--- src/rtl/core/skt_pkg.sv ---
// Shared types, widths and codes for the sorted key table.
// No dependencies; imported by every module of the block.
package skt_pkg;

   localparam int DEPTH = 64;
   localparam int ADDR_W = $clog2(DEPTH);
   localparam int CNT_W = $clog2(DEPTH + 1);
   localparam int KEY_W = 32;
   localparam int FIELD_W = 7;

   typedef logic [KEY_W-1:0] key_type;
   typedef logic [ADDR_W-1:0] addr_type;
   typedef logic [CNT_W-1:0] cnt_type;
   typedef logic [FIELD_W-1:0] field_type;
   typedef logic [2:0] status_type;

   localparam status_type ST_FOUND = 3'd0;
   localparam status_type ST_INSERTED = 3'd1;
   localparam status_type ST_NOT_FOUND = 3'd2;
   localparam status_type ST_ZERO_KEY = 3'd3;
   localparam status_type ST_FULL = 3'd4;

   localparam logic CMD_FIND = 1'b0;

   typedef enum logic [3:0] {
      DP_NONE,
      DP_LOAD,
      DP_PROBE,
      DP_COMPARE,
      DP_PRIME,
      DP_SHIFT,
      DP_WRITE,
      DP_OUT
   } dp_op_type;

   typedef struct packed {
      dp_op_type op;
      status_type res;
   } ctl_type;

   typedef struct packed {
      logic zero_key;
      logic cmd;
      logic found;
      logic search_done;
      logic full;
      logic shift_needed;
      logic shift_last;
   } sts_type;

   function automatic field_type to_field(cnt_type v);
      logic [CNT_W+FIELD_W-1:0] ext;
      ext = {{FIELD_W{1'b0}}, v};
      return ext[FIELD_W-1:0];
   endfunction

endpackage

--- src/rtl/core/skt_datapath.sv ---
// Datapath: key memory, search bounds, shift pointer, entry count and result register.
// Depends on skt_pkg; driven by skt_controller through ctl_type commands.
module skt_datapath (
   input  logic                 clock,
   input  logic                 reset,
   input  skt_pkg::ctl_type     ctl,
   output skt_pkg::sts_type     sts,
   input  logic                 req_cmd,
   input  skt_pkg::key_type     req_lookup_key,
   output skt_pkg::status_type  rsp_status,
   output skt_pkg::field_type   rsp_position,
   output skt_pkg::field_type   rsp_occupancy
);
   import skt_pkg::*;

   key_type mem [DEPTH];
   key_type rdata_ff;

   key_type key_ff;
   logic    cmd_ff;
   cnt_type lo_ff, lo_in;
   cnt_type hi_ff, hi_in;
   cnt_type count_ff, count_in;
   cnt_type wptr_ff, wptr_in;
   logic    found_ff, found_in;

   status_type status_ff;
   field_type  position_ff;
   field_type  occupancy_ff;

   cnt_type  mid;
   cnt_type  raddr_full;
   addr_type raddr;
   logic     we;
   addr_type waddr;
   key_type  wdata;

   assign mid = lo_ff + ((hi_ff - lo_ff) >> 1);

   always_comb begin
      raddr_full = mid;
      we = 1'b0;
      waddr = lo_ff[ADDR_W-1:0];
      wdata = key_ff;
      case (ctl.op)
         DP_PRIME: raddr_full = count_ff - cnt_type'(1);
         DP_SHIFT: begin
            raddr_full = wptr_ff - cnt_type'(2);
            we = 1'b1;
            waddr = wptr_ff[ADDR_W-1:0];
            wdata = rdata_ff;
         end
         DP_WRITE: we = 1'b1;
         default: ;
      endcase
      raddr = raddr_full[ADDR_W-1:0];
   end

   always_ff @(posedge clock) begin
      if (we) begin
         mem[waddr] <= wdata;
      end
      rdata_ff <= mem[raddr];
   end

   always_comb begin
      lo_in = lo_ff;
      hi_in = hi_ff;
      count_in = count_ff;
      wptr_in = wptr_ff;
      found_in = found_ff;
      case (ctl.op)
         DP_LOAD: begin
            lo_in = '0;
            hi_in = count_ff;
            found_in = 1'b0;
         end
         DP_COMPARE: begin
            if (rdata_ff >= key_ff) begin
               hi_in = mid;
            end else begin
               lo_in = mid + cnt_type'(1);
            end
            if (rdata_ff == key_ff) begin
               found_in = 1'b1;
            end
         end
         DP_PRIME: wptr_in = count_ff;
         DP_SHIFT: wptr_in = wptr_ff - cnt_type'(1);
         DP_WRITE: count_in = count_ff + cnt_type'(1);
         default: ;
      endcase
   end

   always_ff @(posedge clock) begin
      if (reset) begin
         count_ff <= '0;
      end else begin
         count_ff <= count_in;
      end
      lo_ff <= lo_in;
      hi_ff <= hi_in;
      wptr_ff <= wptr_in;
      found_ff <= found_in;
      if (ctl.op == DP_LOAD) begin
         key_ff <= req_lookup_key;
         cmd_ff <= req_cmd;
      end
      if (ctl.op == DP_OUT) begin
         status_ff <= ctl.res;
         position_ff <= to_field(lo_ff);
         occupancy_ff <= to_field(count_ff);
      end
   end

   assign sts.zero_key = (key_ff == '0);
   assign sts.cmd = cmd_ff;
   assign sts.found = found_ff;
   assign sts.search_done = (lo_ff == hi_ff);
   assign sts.full = (count_ff == cnt_type'(DEPTH));
   assign sts.shift_needed = (count_ff > lo_ff);
   assign sts.shift_last = (wptr_ff == lo_ff + cnt_type'(1));

   assign rsp_status = status_ff;
   assign rsp_position = position_ff;
   assign rsp_occupancy = occupancy_ff;

endmodule

--- src/rtl/core/skt_controller.sv ---
// Controller: sequences search, shift and insert, and owns the channel handshakes.
// Depends on skt_pkg; commands skt_datapath through ctl_type.
module skt_controller (
   input  logic              clock,
   input  logic              reset,
   input  logic              req_valid,
   output logic              req_stall,
   output logic              rsp_valid,
   input  logic              rsp_stall,
   input  skt_pkg::sts_type  sts,
   output skt_pkg::ctl_type  ctl
);
   import skt_pkg::*;

   typedef enum logic [2:0] {
      S_IDLE,
      S_SEARCH,
      S_COMPARE,
      S_DECIDE,
      S_PRIME,
      S_SHIFT,
      S_WRITE,
      S_FINISH
   } state_type;

   state_type  state_ff, state_in;
   status_type res_ff, res_in;
   logic       rsp_valid_ff, rsp_valid_in;
   logic       out_free;

   assign out_free = !rsp_valid_ff || !rsp_stall;

   always_comb begin
      state_in = state_ff;
      res_in = res_ff;
      rsp_valid_in = rsp_valid_ff && rsp_stall;
      ctl.op = DP_NONE;
      ctl.res = res_ff;
      unique case (state_ff)
         S_IDLE: begin
            if (req_valid) begin
               ctl.op = DP_LOAD;
               state_in = S_SEARCH;
            end
         end
         S_SEARCH: begin
            if (sts.zero_key) begin
               res_in = ST_ZERO_KEY;
               state_in = S_FINISH;
            end else if (sts.search_done) begin
               state_in = S_DECIDE;
            end else begin
               ctl.op = DP_PROBE;
               state_in = S_COMPARE;
            end
         end
         S_COMPARE: begin
            ctl.op = DP_COMPARE;
            state_in = S_SEARCH;
         end
         S_DECIDE: begin
            if (sts.found) begin
               res_in = ST_FOUND;
               state_in = S_FINISH;
            end else if (sts.cmd == CMD_FIND) begin
               res_in = ST_NOT_FOUND;
               state_in = S_FINISH;
            end else if (sts.full) begin
               res_in = ST_FULL;
               state_in = S_FINISH;
            end else if (sts.shift_needed) begin
               state_in = S_PRIME;
            end else begin
               state_in = S_WRITE;
            end
         end
         S_PRIME: begin
            ctl.op = DP_PRIME;
            state_in = S_SHIFT;
         end
         S_SHIFT: begin
            ctl.op = DP_SHIFT;
            if (sts.shift_last) begin
               state_in = S_WRITE;
            end
         end
         S_WRITE: begin
            ctl.op = DP_WRITE;
            res_in = ST_INSERTED;
            state_in = S_FINISH;
         end
         S_FINISH: begin
            if (out_free) begin
               ctl.op = DP_OUT;
               rsp_valid_in = 1'b1;
               state_in = S_IDLE;
            end
         end
         default: state_in = S_IDLE;
      endcase
   end

   always_ff @(posedge clock) begin
      if (reset) begin
         state_ff <= S_IDLE;
         rsp_valid_ff <= 1'b0;
         res_ff <= ST_FOUND;
      end else begin
         state_ff <= state_in;
         rsp_valid_ff <= rsp_valid_in;
         res_ff <= res_in;
      end
   end

   assign req_stall = (state_ff != S_IDLE);
   assign rsp_valid = rsp_valid_ff;

endmodule

--- src/rtl/core/sorted_key_table_find_or_insert_core.sv ---
// Top level of the sorted key table: find and find-or-insert on unique nonzero keys.
// Depends on skt_pkg, skt_controller and skt_datapath.
//
// Request channel (req_*): one command and one 32-bit key per transfer.
// Response channel (rsp_*): one status, position and occupancy per request.
// A transfer happens on a rising edge with valid high and stall low.
//
// Each request runs one binary-search probe per halving of the search
// range (memory read, then compare), plus load, decide and handoff. An
// insert adds the key write, and when entries move up, a step to prime
// the read plus one shift step per entry moved; during the shift the key
// memory reads one entry and writes another each cycle. A zero key skips
// the search.
// The response sits in an output register, so a new request is taken while
// a response is still stalled; the next result then waits in its final
// state until the output register frees up.
// Synchronous reset empties the table at once (the entry count is cleared)
// and drops any pending response.
module sorted_key_table_find_or_insert_core (
   input  logic                 clock,
   input  logic                 reset,
   input  logic                 req_valid,
   output logic                 req_stall,
   input  logic                 req_cmd,
   input  skt_pkg::key_type     req_lookup_key,
   output logic                 rsp_valid,
   input  logic                 rsp_stall,
   output skt_pkg::status_type  rsp_status,
   output skt_pkg::field_type   rsp_position,
   output skt_pkg::field_type   rsp_occupancy
);
   import skt_pkg::*;

   ctl_type ctl;
   sts_type sts;

   skt_controller u_ctrl (
      .clock     (clock),
      .reset     (reset),
      .req_valid (req_valid),
      .req_stall (req_stall),
      .rsp_valid (rsp_valid),
      .rsp_stall (rsp_stall),
      .sts       (sts),
      .ctl       (ctl)
   );

   skt_datapath u_dp (
      .clock          (clock),
      .reset          (reset),
      .ctl            (ctl),
      .sts            (sts),
      .req_cmd        (req_cmd),
      .req_lookup_key (req_lookup_key),
      .rsp_status     (rsp_status),
      .rsp_position   (rsp_position),
      .rsp_occupancy  (rsp_occupancy)
   );

endmodule

--- config.mk ---
export PLATFORM = sky130hd
export DESIGN_NAME = sorted_key_table_find_or_insert_core
export DESIGN_NICKNAME = d
export VERILOG_FILES = /design/src/rtl/core/skt_pkg.sv /design/src/rtl/core/skt_datapath.sv /design/src/rtl/core/skt_controller.sv /design/src/rtl/core/sorted_key_table_find_or_insert_core.sv
export SDC_FILE = /design/constraint.sdc
export NUM_CORES = 2
export LEC_CHECK = 0
export ABC_AREA = 1
export BUFFER_PORTS_ARGS = -buffer_cell sky130_fd_sc_hd__buf_2
export CAP_MARGIN = 15
export CORE_ASPECT_RATIO = 0.6
export CORE_MARGIN = 5
export CORE_UTILIZATION = 35
export DETAILED_ROUTE_END_ITERATION = 6
export PLACE_DENSITY_LB_ADDON = 0.3
export SYNTH_ARGS = -nofsm -noshare
export SYNTH_HDL_FRONTEND = slang
export SYNTH_SLANG_ARGS = --single-unit
export TNS_END_PERCENT = 100
--- constraint.sdc ---
create_clock -name clock -period 9.6 [get_ports clock]
set_input_delay 0.48 -clock clock [delete_from_list [all_inputs] [get_ports clock]]
set_output_delay 0.48 -clock clock [all_outputs]
set_load 0.1 [all_outputs]
; Yosys cells after proc, flatten, opt, wreduce, memory -nomap -nowiden
; Memories as Yosys holds them, arrays and structs flattened. A register that Yosys moved wholly into a read port is not among the register bits.
; Index checks and enable logic that the tools add are counted.
[word_totals]
regBits = 86
latchBits = 0
n_memories = 1
in_bits = 37
output_inout_bits = 19
mem_bits_rw = 2048
rom_bits = 0
word_cells = 100
[classes]
n_lt_le_gt_ge = 2
bitwise_logic = 0
n_div = 0
mux = 35
add_sub_neg = 8
eq_ne = 25
shift = 0
n_reduce_logical = 16
mul = 0
[memory_table]
columns = memory, words, width, rd, rd_ports_with_merged_regs, write_ports, line
row1 = u_dp.mem, 64, 32, 1, 1, 1, skt_datapath.sv:16  ; key_type mem [DEPTH];
[op_table]
columns = op, n
row1 = 7-bit one-hot mux with 2 select lines, 3
row2 = 3-bit 2-to-1 mux, 12
row3 = 32-bit equality test, 1
row4 = 32-bit >= comparator, 1
row5 = 32-bit logical NOT, 1
row6 = 32-bit 2-to-1 mux, 1
row7 = 4-bit one-hot mux with 7 select lines, 1
row8 = 3-bit one-hot mux with 8 select lines, 1
row9 = "7-bit by 1-bit adder with 7-bit output, second input constant", 3
row10 = "4-bit by 3-bit equality test with 1-bit output, second input constant", 4
row11 = 7-bit equality test, 2
row12 = 7-bit 2-to-1 mux, 2
row13 = "3-bit equality test, second input constant", 4
row14 = 6-bit one-hot mux with 2 select lines, 1
row15 = 3-bit one-hot mux with 3 select lines, 1
row16 = 1-bit 2-to-1 mux, 8
row17 = "2-bit inequality test, second input constant", 4
row18 = 7-bit by 6-bit adder with 7-bit output, 1
row19 = "7-bit equality test, second input constant", 1
row20 = 7-bit > comparator, 1
row21 = "7-bit by 1-bit subtractor with 7-bit output, second input constant", 1
row22 = 7-bit subtractor, 1
row23 = "3-bit by 2-bit equality test with 1-bit output, second input constant", 2
row24 = 6-bit 2-to-1 mux, 1
row25 = other kinds (19), 28

; Logic depth before layout (Yosys ltp)
[depth]
word_depth = 9
depth_mapped = 20
ltp_nobuf = 18

; Cells and area by module
; Synthesis repeated with hierarchy kept, for this count alone.
[unflattened]
cells_unflattened = 8690
area_unflattened_um2 = 94807.2
[by_module_without_submodules]
columns = mod, cells_per_inst, instances, seq_area_each_um2, area_each_um2
row1 = skt_datapath, 8611, 1, 64441.8, 94346.7
row2 = skt_controller, 79, 1, 140.1, 460.4

; Worst setup path after synthesis
; No wires, ideal clock.
[synth_path]
path_kind = register -> register
from = register u_ctrl.state_ff[0]
to = memory u_dp.mem[0][1] (netlist bit), data pin
n_path_buf = 3
setup_slack_ns = 5.255
arrival_time_ns = 3.643
required_time_ns = 8.898
synth_period_minus_slack_ns = 4.345
setup_ns = 0.702
path_stages_with_launch = 9
cell_sequence = dfxtp_1 > buf_4 > inv_2 > nor2_2 > nand2_2 > inv_2 > clkbuf_1 > clkbuf_1 > o21ai_0
[synth_between]
elab_chain_len = 4
word_cells_on_any_way = 10
cone_classes = eq/ne (7) / mux (2) / reduce/logical (1)
[synth_lines]
columns = item, line
row1 = start: declaration, skt_controller.sv:26  ; state_type state_ff, state_in;
row2 = start signal: assignment, skt_controller.sv:109  ; state_ff <= state_in;
row3 = 3-bit equality test (tied with other cells), skt_controller.sv:39  ; unique case (state_ff)
row4 = 4-bit one-hot mux with 7 select lines (*), skt_controller.sv:39
row5 = 4-bit by 3-bit equality test with 1-bit output (*), skt_datapath.sv:45  ; case (ctl.op)
row6 = 32-bit 2-to-1 mux (*), skt_datapath.sv:45
row7 = named net u_dp.wdata[1], skt_datapath.sv:36  ; key_type wdata;
row8 = end: declaration, skt_datapath.sv:16
; The timed path passes the listed nets; every way through them passes the cells marked *.

; Worst setup path after layout
[layout_path]
from = register u_dp.lo_ff[0]
to = register u_dp.rdata_ff[14], read port of u_dp.mem
[layout_between]
elab_chain_len = 6
word_cells_on_any_way = 9
cone_classes = add/sub (2) / eq/ne (3) / mux (4)
[layout_lines]
columns = item, line
row1 = start: declaration, skt_datapath.sv:21  ; cnt_type lo_ff, lo_in;
row2 = start signal: assignment, skt_datapath.sv:101  ; lo_ff <= lo_in;
row3 = branches (longest 5 deep; another with 7-bit subtractor), n/a
row4 = 6-bit one-hot mux with 2 select lines (*), skt_datapath.sv:45
row5 = end: declaration, skt_datapath.sv:17  ; key_type rdata_ff;
; Every way passes the cells marked *.
; A chain may end at the register's enable or synchronous reset.

==> flow_metrics.tcl <==
set metrics [dict create \
    gr-total-overflow 0 \
    path_clk_slew_ps 70 \
    fin_skew_ps 38.0 \
    status "completed" \
    hold_violations 0 \
    pin_count 56 \
    synth.area.mux_share_pct 0 \
    synth_edf_count 2120 \
    layout-drive-gt1-share_pct 6.78 \
    cts_tree "yes" \
    clock_latency_ps 860 \
    antenna_found_initial 17 \
    path_cells "ha_1, inv_1, fa_1, ha_1, inv_1, fa_1, inv_1, nand2_1, nand2_1, nor2_4, buf_12, buf_4, nand3_1, nand3_1, nand3_1, nand3_1, nand3_1, nand2_1" \
    multi_input_area_um2 23500 \
    synth_seq_cells 2166 \
    grt_pass1_wl_um 454000 \
    die-width_um 689 \
    dp_hpwl_um 164000 \
    cp.required_ps 10370 \
    netlist_area_um2 96800 \
    synth_seq_area_share_pct 66.7 \
    dr.first_iter.drc_count 10100 \
    setup_viol 0 \
    avgViaCountPerCell 5.39 \
    num_vias 69600 \
    core_um2 275000 \
    dominantRegCellSynth "edfxtp_1" \
    synth-adder-area-share_pct 0.804 \
    min_period_ps 6330 \
    cts_setup_buffers 0 \
    hp-class "in -> reg" \
    drc 0 \
    final-seq-area_um2 64600 \
    synth_top_family_by_area "simple AND/OR/NAND/NOR gates" \
    yosys-top-cells-area "edfxtp_1 66%, nand3_1 8.8%, inv_1 7.1%" \
    setup-tns-final_ps 0 \
    wl_um 316000 \
    synth-simple-area-share_pct 19.8 \
    numClockSinks 2166 \
    die_h_um 417 \
    final_max_slew_viol_count 0 \
    synth_compound_area_share_pct 2.57 \
    nets 9147 \
    ant_nets 0 \
    routedWlPerCell_um 24.5 \
    ctsLongestPathBuffers 4 \
    crit_fanout 127 \
    worstMarginPinSlew_ps 1290 \
    start_util_pct 35.2 \
    dieArea_um2 288000 \
    rows 149 \
    grt_pass1_vias 64800 \
    globalRouteTotalUtil_pct 21.3 \
    dp.cells 12500 \
    fin_crit_sh_pct 65.9 \
    fin_hold_ws_ps 326 \
    start_kind "flip-flop" \
    h-tree-depth 4 \
    synth_area_leader_cell "edfxtp_1" \
    yosysWarnings 0 \
    synth_cell_types 41 \
    synthXorXnorAreaFrac_pct 0.163 \
    r2r_slack_ps 3270 \
    dr.pass1.iters 7 \
    synth_nets 9293 \
    worst_path_largest_cell_delay_ps 730 \
    cts-buffers-inserted 196 \
    fill_cells 26400 \
    max_slew_margin_pct 13.0 \
    finalNonFillerCells 12900 \
    grt_max_degree 202 \
    place_congestion 0.880 \
    async_reset_ff_share_pct 0 \
    worstPathArrival_ps 7100 \
    cts_resized 0 \
    cpMostUsedCell "nand3_1" \
    root_buffer "clkbuf_16" \
    area_growth_pct 11.8 \
    fmax_ghz 0.158 \
    worstSetupPathType "reg -> reg" \
    cp_slowest_cell "buf_4" \
    endpoint_kind "flip-flop" \
    avgSynthCellArea_um2 10.5 \
    io_buffers 55 \
    synth_top_area_share_pct 65.7 \
    maxCapViolCount 0 \
    rsz0062_at_grt "no" \
    diodes 0 \
    syn_inst 9195 \
]
==> repair_timing <==
action | 4_1_cts | 5_1_grt
setup endpoints to repair | 0 | 0
hold buffers | 37 | 0
hold endpoints to repair | 39 | 0
==> cells by family (layout without fill, tap and decap cells) <==
logic type               count (synthesis)  count (layout)
AND/OR/NAND/NOR                       4035            4035
buffers and inverters                 2457            2464
flip-flops                            2166            2166
AO/OA/AOI/OAI                          458             458
adder cells (fa/ha/maj)                 61              61
XOR/XNOR                                18              18
==> worst paths after layout <==
kind                            from                  to  cells after the start
hold / removal    req_lookup_key[24]     u_dp.key_ff[24]                      2
setup / recovery       u_dp.lo_ff[0]   u_dp.rdata_ff[14]                     18
hold reg to reg     u_ctrl.res_ff[2]  u_dp.rsp_status[2]                      0
setup reg to reg       u_dp.lo_ff[0]   u_dp.rdata_ff[14]                     18
==> final cells by class <==
class                           instances  area share (%)
Sequential cell                      2166            59.7
Multi-Input combinational cell       4572            21.8
Inverter                             1844            6.41
Clock buffer                          275            5.05
Tap cell                             3699            4.28
Timing Repair Buffer                  269            2.09
Clock inverter                         76           0.742
==> layer usage <==
| metal | track usage [%] | share of wire [%] | vias up |
|---|---|---|---|
| met5 | 0 | 0.0038 | - |
| met4 | 6.21 | 3.0 | 2 |
| met3 | 5.66 | 13 | 513 |
| met2 | 30.0 | 41 | 4107 |
| met1 | 31.9 | 43 | 33900 |
| li1 | - | - | 31000 |
==> worst max-delay path, delay by kind of cell, from the launching register on <==
family                   cells  cell delay, ps
adder cells (fa/ha/maj)      4            1410
flip-flops                   1             550
buffers and inverters        5            1550
AND/OR/NAND/NOR              9            2530
==> cell usage after synthesis, types with 45 or more instances <==
| cell | number |
|---|---|
| buf_1 | 76 |
| nand4_1 | 713 |
| o21ai_0 | 107 |
| inv_1 | 1838 |
| a21oi_1 | 45 |
| o211ai_1 | 66 |
| o21ai_1 | 230 |
| clkbuf_1 | 245 |
| nand2_1 | 1464 |
| buf_2 | 266 |
| nand3_1 | 1703 |
| edfxtp_1 | 2120 |
| dfxtp_1 | 46 |
| ha_1 | 59 |
| nor2_1 | 118 |
==> flip-flops by register name, indices dropped and copies added (netlist names) <==
| signal | flops |
|---|---|
| u_dp.rsp_occupancy | 7 |
| u_ctrl.rsp_valid | 1 |
| u_dp.key_ff | 32 |
| u_dp.rsp_status | 3 |
| u_dp.mem | 2048 |
| u_ctrl.state_ff | 3 |
| u_dp.lo_ff | 7 |
| u_dp.hi_ff | 7 |
| u_dp.found_ff | 1 |
| u_ctrl.res_ff | 3 |
| u_dp.cmd_ff | 1 |
| u_dp.wptr_ff | 7 |
| u_dp.count_ff | 7 |
| u_dp.rdata_ff | 32 |
| u_dp.rsp_position | 7 |
==> placed cells by master (no fill, tap or decap), drive strengths merged, types with 17 or more instances in the layout <==
master       netlist  layout
inv             1844    1847
ha                59      59
clkbuf           245     276
clkinv             0      53
dfxtp             46      46
nand3           1704    1704
edfxtp          2120    2120
a21oi             45      45
o21ai            338     338
buf              368     231
nand4            714     714
nand2           1467    1467
bufinv             0      17
dlygate4sd3        0      37
nor2             122     122
o211ai            67      67
==> through the flow <==
stage	cell area, um2	utilization [%]	setup WS [ps]
after floorplan	96800	-	5250
after global placement	102000	36.9	3510
after detailed placement	102000	36.9	3430
after CTS	108000	39.3	3410
after global routing	108000	39.3	3060
final	108000	39.3	3270
Power is left out: the tool's default activity adds up to more than one toggle a clock period on the data nets, which glitch-free logic cannot reach.
